$ cat src/rtl/serial_bank_mapper_macros.svh
// ----------------------------------------------------------------------------
// Serial bank mapper assertion macros
// Immediate-implication and next-cycle checks, clocked on clk, off in reset.
// ----------------------------------------------------------------------------
`ifndef SERIAL_BANK_MAPPER_MACROS_SVH
`define SERIAL_BANK_MAPPER_MACROS_SVH

`ifndef SYNTHESIS
`define SBM_ASSERT_NOW(label, cond, prop) \
	label: assert property (@(posedge clk) disable iff (!arst_n) (cond) |-> (prop)) \
		else $error("serial bank mapper check failed");
`define SBM_ASSERT_NEXT(label, cond, prop) \
	label: assert property (@(posedge clk) disable iff (!arst_n) (cond) |=> (prop)) \
		else $error("serial bank mapper check failed");
`else
`define SBM_ASSERT_NOW(label, cond, prop)
`define SBM_ASSERT_NEXT(label, cond, prop)
`endif

`endif

$ cat src/rtl/sbm_pkg.sv
// ----------------------------------------------------------------------------
// Serial bank mapper package
// Request and result payload types and the register codes of the mapper.
// ----------------------------------------------------------------------------
package sbm_pkg;

	typedef struct packed {
		logic [15:0] cpu_address;
		logic [7:0]  write_data;
		logic [31:0] cpu_cycle;
	} sbm_req_t;

	typedef struct packed {
		logic       accepted;
		logic       committed;
		logic [1:0] mirroring;
		logic [4:0] pattern_low_page;
		logic [4:0] pattern_high_page;
		logic [3:0] program_low_bank;
		logic [3:0] program_high_bank;
		logic       work_ram_enable;
		logic       board_ram_bit_a;
		logic       board_ram_bit_b;
	} sbm_rsp_t;

	typedef enum logic [1:0] {
		REG_CONTROL   = 2'd0,
		REG_PATTERN_A = 2'd1,
		REG_PATTERN_B = 2'd2,
		REG_PROGRAM   = 2'd3
	} sbm_reg_sel_t;

	localparam logic [1:0] PRG_MODE_FIX_LOW  = 2'd2;
	localparam logic [1:0] PRG_MODE_FIX_HIGH = 2'd3;
	localparam logic [4:0] CONTROL_RESET     = 5'h0c;
	localparam logic [3:0] PRG_LAST_BANK     = 4'hf;
	localparam logic [2:0] LAST_BIT_INDEX    = 3'd4;

endpackage

$ cat src/rtl/sbm_if.sv
// ----------------------------------------------------------------------------
// Serial bank mapper channels
// Valid/ready channels for CPU write requests and mapping results.
// ----------------------------------------------------------------------------
interface sbm_req_if;
	import sbm_pkg::*;

	logic     valid;
	logic     ready;
	sbm_req_t payload;

	modport source (output valid, output payload, input ready);
	modport sink (input valid, input payload, output ready);
endinterface

interface sbm_rsp_if;
	import sbm_pkg::*;

	logic     valid;
	logic     ready;
	sbm_rsp_t payload;

	modport source (output valid, output payload, input ready);
	modport sink (input valid, input payload, output ready);
endinterface

$ cat src/rtl/serial_bank_mapper.sv
// ----------------------------------------------------------------------------
// Serial bank mapper
// Five-bit serial loader for cartridge bank registers with bank remapping.
// ----------------------------------------------------------------------------
// The request channel carries one CPU write to the mapper window: address,
// data byte and a 32-bit cycle stamp. Every request yields exactly one result
// on the result channel: the filter and commit flags and the mapping in force
// after the write. The pattern-ROM flag is written through cfg_we/cfg_wdata;
// the user must write it only while the block is idle, which is not enforced.
// A request is taken into an input register, decoded combinationally, and its
// result is loaded into the output register. The block takes one request per
// clock while the result receiver does not stall; a single decode step lies
// between the two registers. When the result receiver stalls, the output
// register holds its result and the input register holds one more request;
// the request channel then drops ready until the result is taken.
// Reset clears both valid flags, the shift latch and the stamp, loads the
// control register with mode 3 and restores the power-on mapping at once.
// ----------------------------------------------------------------------------
`include "serial_bank_mapper_macros.svh"

module serial_bank_mapper (
	input  logic       clk,
	input  logic       arst_n,
	input  logic       cfg_we,
	input  logic       cfg_wdata,
	sbm_req_if.sink    request,
	sbm_rsp_if.source  result
);
	import sbm_pkg::*;

	logic     valid_s1;
	sbm_req_t req_s1;
	logic     valid_s2;
	sbm_rsp_t rsp_s2;
	logic     step;

	logic        pattern_rom_q;
	logic [4:0]  latch_q;
	logic [2:0]  bit_cnt_q;
	logic [4:0]  ctrl_q;
	logic [4:0]  chr_a_q;
	logic [4:0]  chr_b_q;
	logic [4:0]  prg_q;
	logic [31:0] stamp_q;
	logic        stamp_vld_q;
	logic [1:0]  mirror_q;
	logic [4:0]  chr_page0_q;
	logic [4:0]  chr_page1_q;
	logic [3:0]  prg_bank0_q;
	logic [3:0]  prg_bank1_q;
	logic        wram_en_q;
	logic        board_a_q;
	logic        board_b_q;

	logic [31:0] delta;
	logic        accepted;
	logic        commit;
	logic [4:0]  latch_full;
	logic [4:0]  latch_n;
	logic [2:0]  bit_cnt_n;
	logic [4:0]  ctrl_n;
	logic [4:0]  chr_a_n;
	logic [4:0]  chr_b_n;
	logic [4:0]  prg_n;
	logic [1:0]  mirror_n;
	logic [4:0]  chr_page0_n;
	logic [4:0]  chr_page1_n;
	logic [3:0]  prg_bank0_n;
	logic [3:0]  prg_bank1_n;
	logic        wram_en_n;
	logic        board_a_n;
	logic        board_b_n;

	assign step          = valid_s1 && (!valid_s2 || result.ready);
	assign request.ready = !valid_s1 || step;
	assign result.valid  = valid_s2;
	assign result.payload = rsp_s2;

	// The stamp filter rejects a write whose stamp is zero or one above the stamp of the last write.
	assign delta      = req_s1.cpu_cycle - stamp_q;
	assign accepted   = !stamp_vld_q || (delta[31:1] != 31'd0);
	assign latch_full = latch_q | ({4'd0, req_s1.write_data[0]} << bit_cnt_q);
	assign commit     = accepted && (req_s1.write_data[7] || (bit_cnt_q == LAST_BIT_INDEX));

	always_comb begin
		latch_n   = latch_q;
		bit_cnt_n = bit_cnt_q;
		ctrl_n    = ctrl_q;
		chr_a_n   = chr_a_q;
		chr_b_n   = chr_b_q;
		prg_n     = prg_q;
		if (accepted) begin
			if (req_s1.write_data[7]) begin
				latch_n   = 5'd0;
				bit_cnt_n = 3'd0;
				ctrl_n    = ctrl_q | CONTROL_RESET;
			end else if (bit_cnt_q == LAST_BIT_INDEX) begin
				latch_n   = 5'd0;
				bit_cnt_n = 3'd0;
				unique case (sbm_reg_sel_t'(req_s1.cpu_address[14:13]))
					REG_CONTROL:   ctrl_n  = latch_full;
					REG_PATTERN_A: chr_a_n = latch_full;
					REG_PATTERN_B: chr_b_n = latch_full;
					REG_PROGRAM:   prg_n   = latch_full;
					default:       prg_n   = latch_full;
				endcase
			end else begin
				latch_n   = latch_full;
				bit_cnt_n = bit_cnt_q + 3'd1;
			end
		end
	end

	always_comb begin
		mirror_n    = mirror_q;
		chr_page0_n = chr_page0_q;
		chr_page1_n = chr_page1_q;
		prg_bank0_n = prg_bank0_q;
		prg_bank1_n = prg_bank1_q;
		wram_en_n   = wram_en_q;
		board_a_n   = board_a_q;
		board_b_n   = board_b_q;
		if (commit) begin
			mirror_n = ctrl_n[1:0];
			if (pattern_rom_q) begin
				if (ctrl_n[4]) begin
					chr_page0_n = chr_a_n;
					chr_page1_n = chr_b_n;
				end else begin
					chr_page0_n = {chr_a_n[4:1], 1'b0};
					chr_page1_n = {chr_a_n[4:1], 1'b1};
				end
			end else begin
				if (ctrl_n[4]) begin
					chr_page0_n = {4'd0, chr_a_n[0]};
					chr_page1_n = {4'd0, chr_b_n[0]};
				end else begin
					chr_page0_n = 5'd0;
					chr_page1_n = 5'd1;
				end
				board_a_n = chr_a_n[4];
				board_b_n = chr_b_n[4];
			end
			case (ctrl_n[3:2])
				PRG_MODE_FIX_LOW: begin
					prg_bank0_n = 4'd0;
					prg_bank1_n = prg_n[3:0];
				end
				PRG_MODE_FIX_HIGH: begin
					prg_bank0_n = prg_n[3:0];
					prg_bank1_n = PRG_LAST_BANK;
				end
				default: begin
					prg_bank0_n = {prg_n[3:1], 1'b0};
					prg_bank1_n = {prg_n[3:1], 1'b1};
				end
			endcase
			wram_en_n = !prg_n[4];
		end
	end

	always_ff @(posedge clk or negedge arst_n) begin
		if (!arst_n) begin
			pattern_rom_q <= 1'b1;
		end else if (cfg_we) begin
			pattern_rom_q <= cfg_wdata;
		end
	end

	always_ff @(posedge clk or negedge arst_n) begin
		if (!arst_n) begin
			valid_s1 <= 1'b0;
		end else if (request.ready) begin
			valid_s1 <= request.valid;
		end
	end

	always_ff @(posedge clk) begin
		if (request.valid && request.ready) begin
			req_s1 <= request.payload;
		end
	end

	always_ff @(posedge clk or negedge arst_n) begin
		if (!arst_n) begin
			valid_s2 <= 1'b0;
		end else if (step) begin
			valid_s2 <= 1'b1;
		end else if (result.ready) begin
			valid_s2 <= 1'b0;
		end
	end

	always_ff @(posedge clk) begin
		if (step) begin
			rsp_s2.accepted          <= accepted;
			rsp_s2.committed         <= commit;
			rsp_s2.mirroring         <= mirror_n;
			rsp_s2.pattern_low_page  <= chr_page0_n;
			rsp_s2.pattern_high_page <= chr_page1_n;
			rsp_s2.program_low_bank  <= prg_bank0_n;
			rsp_s2.program_high_bank <= prg_bank1_n;
			rsp_s2.work_ram_enable   <= wram_en_n;
			rsp_s2.board_ram_bit_a   <= board_a_n;
			rsp_s2.board_ram_bit_b   <= board_b_n;
		end
	end

	always_ff @(posedge clk or negedge arst_n) begin
		if (!arst_n) begin
			latch_q     <= 5'd0;
			bit_cnt_q   <= 3'd0;
			ctrl_q      <= CONTROL_RESET;
			chr_a_q     <= 5'd0;
			chr_b_q     <= 5'd0;
			prg_q       <= 5'd0;
			stamp_q     <= 32'd0;
			stamp_vld_q <= 1'b0;
			mirror_q    <= 2'd0;
			chr_page0_q <= 5'd0;
			chr_page1_q <= 5'd1;
			prg_bank0_q <= 4'd0;
			prg_bank1_q <= PRG_LAST_BANK;
			wram_en_q   <= 1'b1;
			board_a_q   <= 1'b0;
			board_b_q   <= 1'b0;
		end else if (step) begin
			latch_q     <= latch_n;
			bit_cnt_q   <= bit_cnt_n;
			ctrl_q      <= ctrl_n;
			chr_a_q     <= chr_a_n;
			chr_b_q     <= chr_b_n;
			prg_q       <= prg_n;
			stamp_q     <= req_s1.cpu_cycle;
			stamp_vld_q <= 1'b1;
			mirror_q    <= mirror_n;
			chr_page0_q <= chr_page0_n;
			chr_page1_q <= chr_page1_n;
			prg_bank0_q <= prg_bank0_n;
			prg_bank1_q <= prg_bank1_n;
			wram_en_q   <= wram_en_n;
			board_a_q   <= board_a_n;
			board_b_q   <= board_b_n;
		end
	end

	`SBM_ASSERT_NOW(a_bit_count_range, 1'b1, bit_cnt_q <= LAST_BIT_INDEX)
	`SBM_ASSERT_NOW(a_commit_needs_accept, valid_s2, !rsp_s2.committed || rsp_s2.accepted)
	`SBM_ASSERT_NEXT(a_commit_clears_count, step && commit, bit_cnt_q == 3'd0 && latch_q == 5'd0)
	`SBM_ASSERT_NEXT(a_reset_write_mode, step && accepted && req_s1.write_data[7], ctrl_q[3:2] == 2'b11)

endmodule

$ cat src/flat_wrapper.sv
// flat-port wrapper written by rule: the top's interface ports become plain ports
module serial_bank_mapper_flat import sbm_pkg::*;
  (clk, arst_n, cfg_we, cfg_wdata, request_valid, request_payload, request_ready, result_valid, result_payload, result_ready);
  sbm_req_if request_i ();
  sbm_rsp_if result_i ();
  input  logic clk;
  input  logic arst_n;
  input  logic cfg_we;
  input  logic cfg_wdata;
  input wire logic [$bits(request_i.valid)-1:0] request_valid;
  input wire logic [$bits(request_i.payload)-1:0] request_payload;
  output wire logic [$bits(request_i.ready)-1:0] request_ready;
  output wire logic [$bits(result_i.valid)-1:0] result_valid;
  output wire logic [$bits(result_i.payload)-1:0] result_payload;
  input wire logic [$bits(result_i.ready)-1:0] result_ready;
  assign request_i.valid = request_valid;
  assign request_i.payload = request_payload;
  assign request_ready = request_i.ready;
  assign result_valid = result_i.valid;
  assign result_payload = result_i.payload;
  assign result_i.ready = result_ready;
  serial_bank_mapper u_core (.clk(clk), .arst_n(arst_n), .cfg_we(cfg_we), .cfg_wdata(cfg_wdata), .request(request_i), .result(result_i));
endmodule
$ cat config.mk
export PLATFORM = sky130hd
export DESIGN_NAME = serial_bank_mapper_flat
export DESIGN_NICKNAME = d
export VERILOG_FILES = /design/src/rtl/sbm_pkg.sv /design/src/rtl/sbm_if.sv /design/src/rtl/serial_bank_mapper.sv /design/src/flat_wrapper.sv
export VERILOG_INCLUDE_DIRS = /design/src /design/src/rtl
export SDC_FILE = /design/constraint.sdc
export NUM_CORES = 1
export LEC_CHECK = 0
export ABC_CLOCK_PERIOD_IN_PS = 4730
export BUFFER_PORTS_ARGS = -buffer_cell sky130_fd_sc_hd__buf_2
export CAP_MARGIN = 20
export CORE_MARGIN = 1.5
export CORE_UTILIZATION = 45
export CTS_CLUSTER_DIAMETER = 80
export CTS_CLUSTER_SIZE = 8
export DETAILED_ROUTE_END_ITERATION = 12
export GPL_TIMING_DRIVEN = 1
export SYNTH_ARGS = -nofsm -noshare
export SYNTH_HDL_FRONTEND = slang
export SYNTH_SLANG_ARGS = --single-unit
$ cat constraint.sdc
create_clock -name clk -period 4.73 [get_ports clk]
set_input_delay 0.473 -clock clk [delete_from_list [all_inputs] [get_ports clk]]
set_output_delay 0.473 -clock clk [all_outputs]
set_load 0.05 [all_outputs]
==> impl_metrics.json <==
{
  "synth_nets": 979,
  "cts_buffers": 17,
  "layout.cells.non_filler": 1189,
  "drive_gt1_share_pct": 19.0,
  "netlist.area_leader.share_pct": 22.8,
  "die-width_um": 141,
  "cp_cell_sequence": "inv_1, ha_1, a211oi_2, nor2_1, or3_4, o211ai_2, nand3_1, a311o_1, a2111oi_2, and4_1, or4_1, mux2i_1, o21ai_0",
  "via_count": 6647,
  "cts-root-buf": "clkbuf_16",
  "internal-power_mw": 2.77,
  "cts_setup_buffers": 0,
  "drv_slew": 0,
  "htreeDepth": 4,
  "final_cell_mix": "nand2_1 (128), dfrtp_1 (78), o21ai_0 (73), buf_2 (67), edfxtp_1 (61)",
  "fin_skew_ns": 0.0192,
  "critPathTopFamily": "compound AO/OA/AOI/OAI gates",
  "worst-path-buf-inv": 1,
  "cts_resized": 0,
  "power_frac_comb_pct": 29.3,
  "finalHoldViolations": 0,
  "cp.arrival_ns": 4.64,
  "ys_seq_elements": 148,
  "seqPwrFrac_pct": 36.6,
  "synth_edf_count": 61,
  "hold_class": "input pin to async pin",
  "synth_top_cells_by_area": "dfrtp_1 (23%), edfxtp_1 (21%), nand2_1 (5.6%)",
  "gp_congestion": 0.893,
  "fin_util_pct": 52.0,
  "grt_pass1_wl_um": 33500,
  "synth_cells": 884,
  "ff_latch_area_mm2": 0.00402,
  "syn-cell-area_mm2": 0.00856,
  "synth-seq-area-share_pct": 46.9,
  "grt_setup_unrepaired": "false",
  "relSlewSlack_pct": 36.9,
  "clock_latency_ns": 0.44,
  "globalRouteTotalUtil_pct": 21.5,
  "cts_hold_buf": 0,
  "run_status": "completed",
  "dieArea_mm2": 0.0199,
  "synth_warnings": 0,
  "worstPathMaxFanout": 9,
  "wl_um": 20400,
  "p_total_mw": 4.23,
  "drc": 0,
  "p_clk_share_pct": 34.1,
  "overflow": 0,
  "wl_per_cell_um": 17.1,
  "grt_start_max_net_pins": 80,
  "final_common_cell": "nand2_1",
  "irDropWorstVdd_mv": 0.272,
  "max_freq_ghz": 0.224,
  "critPathCaptureType": "register",
  "clockBufferDepth": 2,
  "synth_area_per_cell_um2": 9.69,
  "yosysUniqueCellTypes": 76,
  "fillers": 1683,
  "drt.antenna.violating_nets": 0,
  "pre_cts_ws_ns": 0.285,
  "nNetsFinal": 1037,
  "max_cap_violations": 0,
  "leakage_nw": 4.13,
  "slowest_stage": "a2111oi_2",
  "finalSetupTns_ns": 0,
  "max_stage_delay_ns": 0.45,
  "antenna_cells": 0,
  "cts_tree": "yes",
  "yosysTopAreaCell": "dfrtp_1",
  "critical_path_class": "register to register",
  "min_period_ns": 4.47,
  "clkTransAtPathRegs_ns": 0.08,
  "ys.flop_type": "dfrtp_1",
  "worstMarginPinSlew_ns": 0.946,
  "setup_viol": 0,
  "clkSinkCount": 148,
  "num_io_pins": 89,
  "hpwl_um": 14600,
  "synthArstFlopShare_pct": 58.8,
  "hold_slack_ns": 0.0478,
  "rows": 50,
  "area_delta_synth_final_pct": 13.6,
  "power_density_mw_per_mm2": 435,
  "core_mm2": 0.0187,
  "first_global_vias": 6396,
  "p_switching_mw": 1.45,
  "start_util_pct": 45.8,
  "place_inst": 1157,
  "switching_share_pct": 34.4,
  "antenna_found_initial": 0,
  "dieHeight_um": 141,
  "vias_per_cell": 5.59,
  "design_area_mm2": 0.00972,
  "setup_ws_ns": 0.257,
  "drt_iter0_markers": 515,
  "dr.pass1.iters": 5,
  "io_buffers": 68,
  "cp-start-kind": "register",
  "dpl_cell_area_mm2": 0.00910,
  "multi_input_area_mm2": 0.00415,
  "cp.required_ns": 4.90,
  "finalCritPeriodShare_pct": 94.6
}
## state kept, by name, summed over array words and instances, names as in the netlist, 4 cells and up
signal                 cells
u_core.req_s1             36
u_core.stamp_q            32
u_core.result.payload     25
u_core.chr_a_q             5
u_core.chr_b_q             5
u_core.chr_page0_q         5
u_core.chr_page1_q         5
u_core.ctrl_q              5
u_core.latch_q             5
u_core.prg_q               5
u_core.prg_bank0_q         4
u_core.prg_bank1_q         4
## power by group through the flow
stage                     registers [mW]  clock network (mW)  logic (mW)
after floorplan                     1.62                   0       0.855
after global placement              1.57                   0        1.22
after detailed placement            1.57                   0        1.23
after CTS                           1.55                1.47        1.23
after global routing                1.56                1.52        1.37
final                               1.55                1.44        1.24
## path summary, 6_finish.rpt
path | slack, ns | cells after the start | endpoint | startpoint
setup / recovery | 0.26 | 13 | u_core.result.payload[7]$_DFFE_PP_ | u_core.stamp_q[10]$_DFFE_PN0P_
setup reg to reg | 0.26 | 13 | u_core.result.payload[7]$_DFFE_PP_ | u_core.stamp_q[10]$_DFFE_PN0P_
min in group clk | 0.19 | 2 | u_core.pattern_rom_q$_DFFE_PN1P_ | cfg_we
hold / removal | 0.05 | 1 | u_core.prg_bank0_q[1]$_DFFE_PN0P_ | arst_n
hold reg to reg | 0.47 | 2 | u_core.stamp_q[10]$_DFFE_PN0P_ | u_core.req_s1[10]$_DFFE_PP_
max in group asynchronous | 3.62 | 2 | u_core.stamp_q[19]$_DFFE_PN0P_ | arst_n
## cell usage after synthesis, types with 5 or more instances
cell type / count
nand2_1: 128
dfrtp_1: 78
o21ai_0: 73
edfxtp_1: 61
nor2_1: 57
a21oi_1: 49
inv_1: 43
ha_1: 32
o31ai_1: 29
mux2_2: 28
nor3_1: 21
clkbuf_1: 20
buf_2: 18
nand3_1: 16
nand4_1: 15
a31oi_1: 12
mux2i_1: 12
nand2b_1: 12
nor2b_1: 11
dfstp_2: 9
a21o_1: 8
o21a_1: 8
xnor2_1: 8
a211oi_1: 7
nand3b_1: 7
a211o_1: 6
xor2_1: 6
and2_1: 5
o21bai_1: 5
or3_1: 5
## layer usage
layer	part of all wire (%)	vias up	track usage, %
met5	0	-	0
met4	1.3	0	5.65
met3	4.6	19	3.80
met2	42	164	31.3
met1	52	3121	32.9
li1	-	3343	-
## logic make-up (layout without fill, tap and decap cells)
family                   count (synthesis)  after routing  synth area share, %
AND/OR/NAND/NOR                        306            306                 17.2
AO/OA/AOI/OAI                          245            245                 18.6
flip-flops                             148            148                 46.9
buffers and inverters                   91            162                 4.68
multiplexers                            47             47                 6.24
adder cells (fa/ha/maj)                 33             33                 4.91
XOR/XNOR                                14             14                 1.43
## final cells by class
| class | count | area share, % |
|---|---|---|
| inverter | 43 | 1.66 |
| clock inverter | 15 | 1.99 |
| clock buffer | 17 | 4.37 |
| tap | 234 | 3.01 |
| multi-input combinational | 645 | 42.6 |
| sequential | 148 | 41.3 |
| timing repair buffer | 87 | 4.99 |
(Power assumes the default switching activity.)
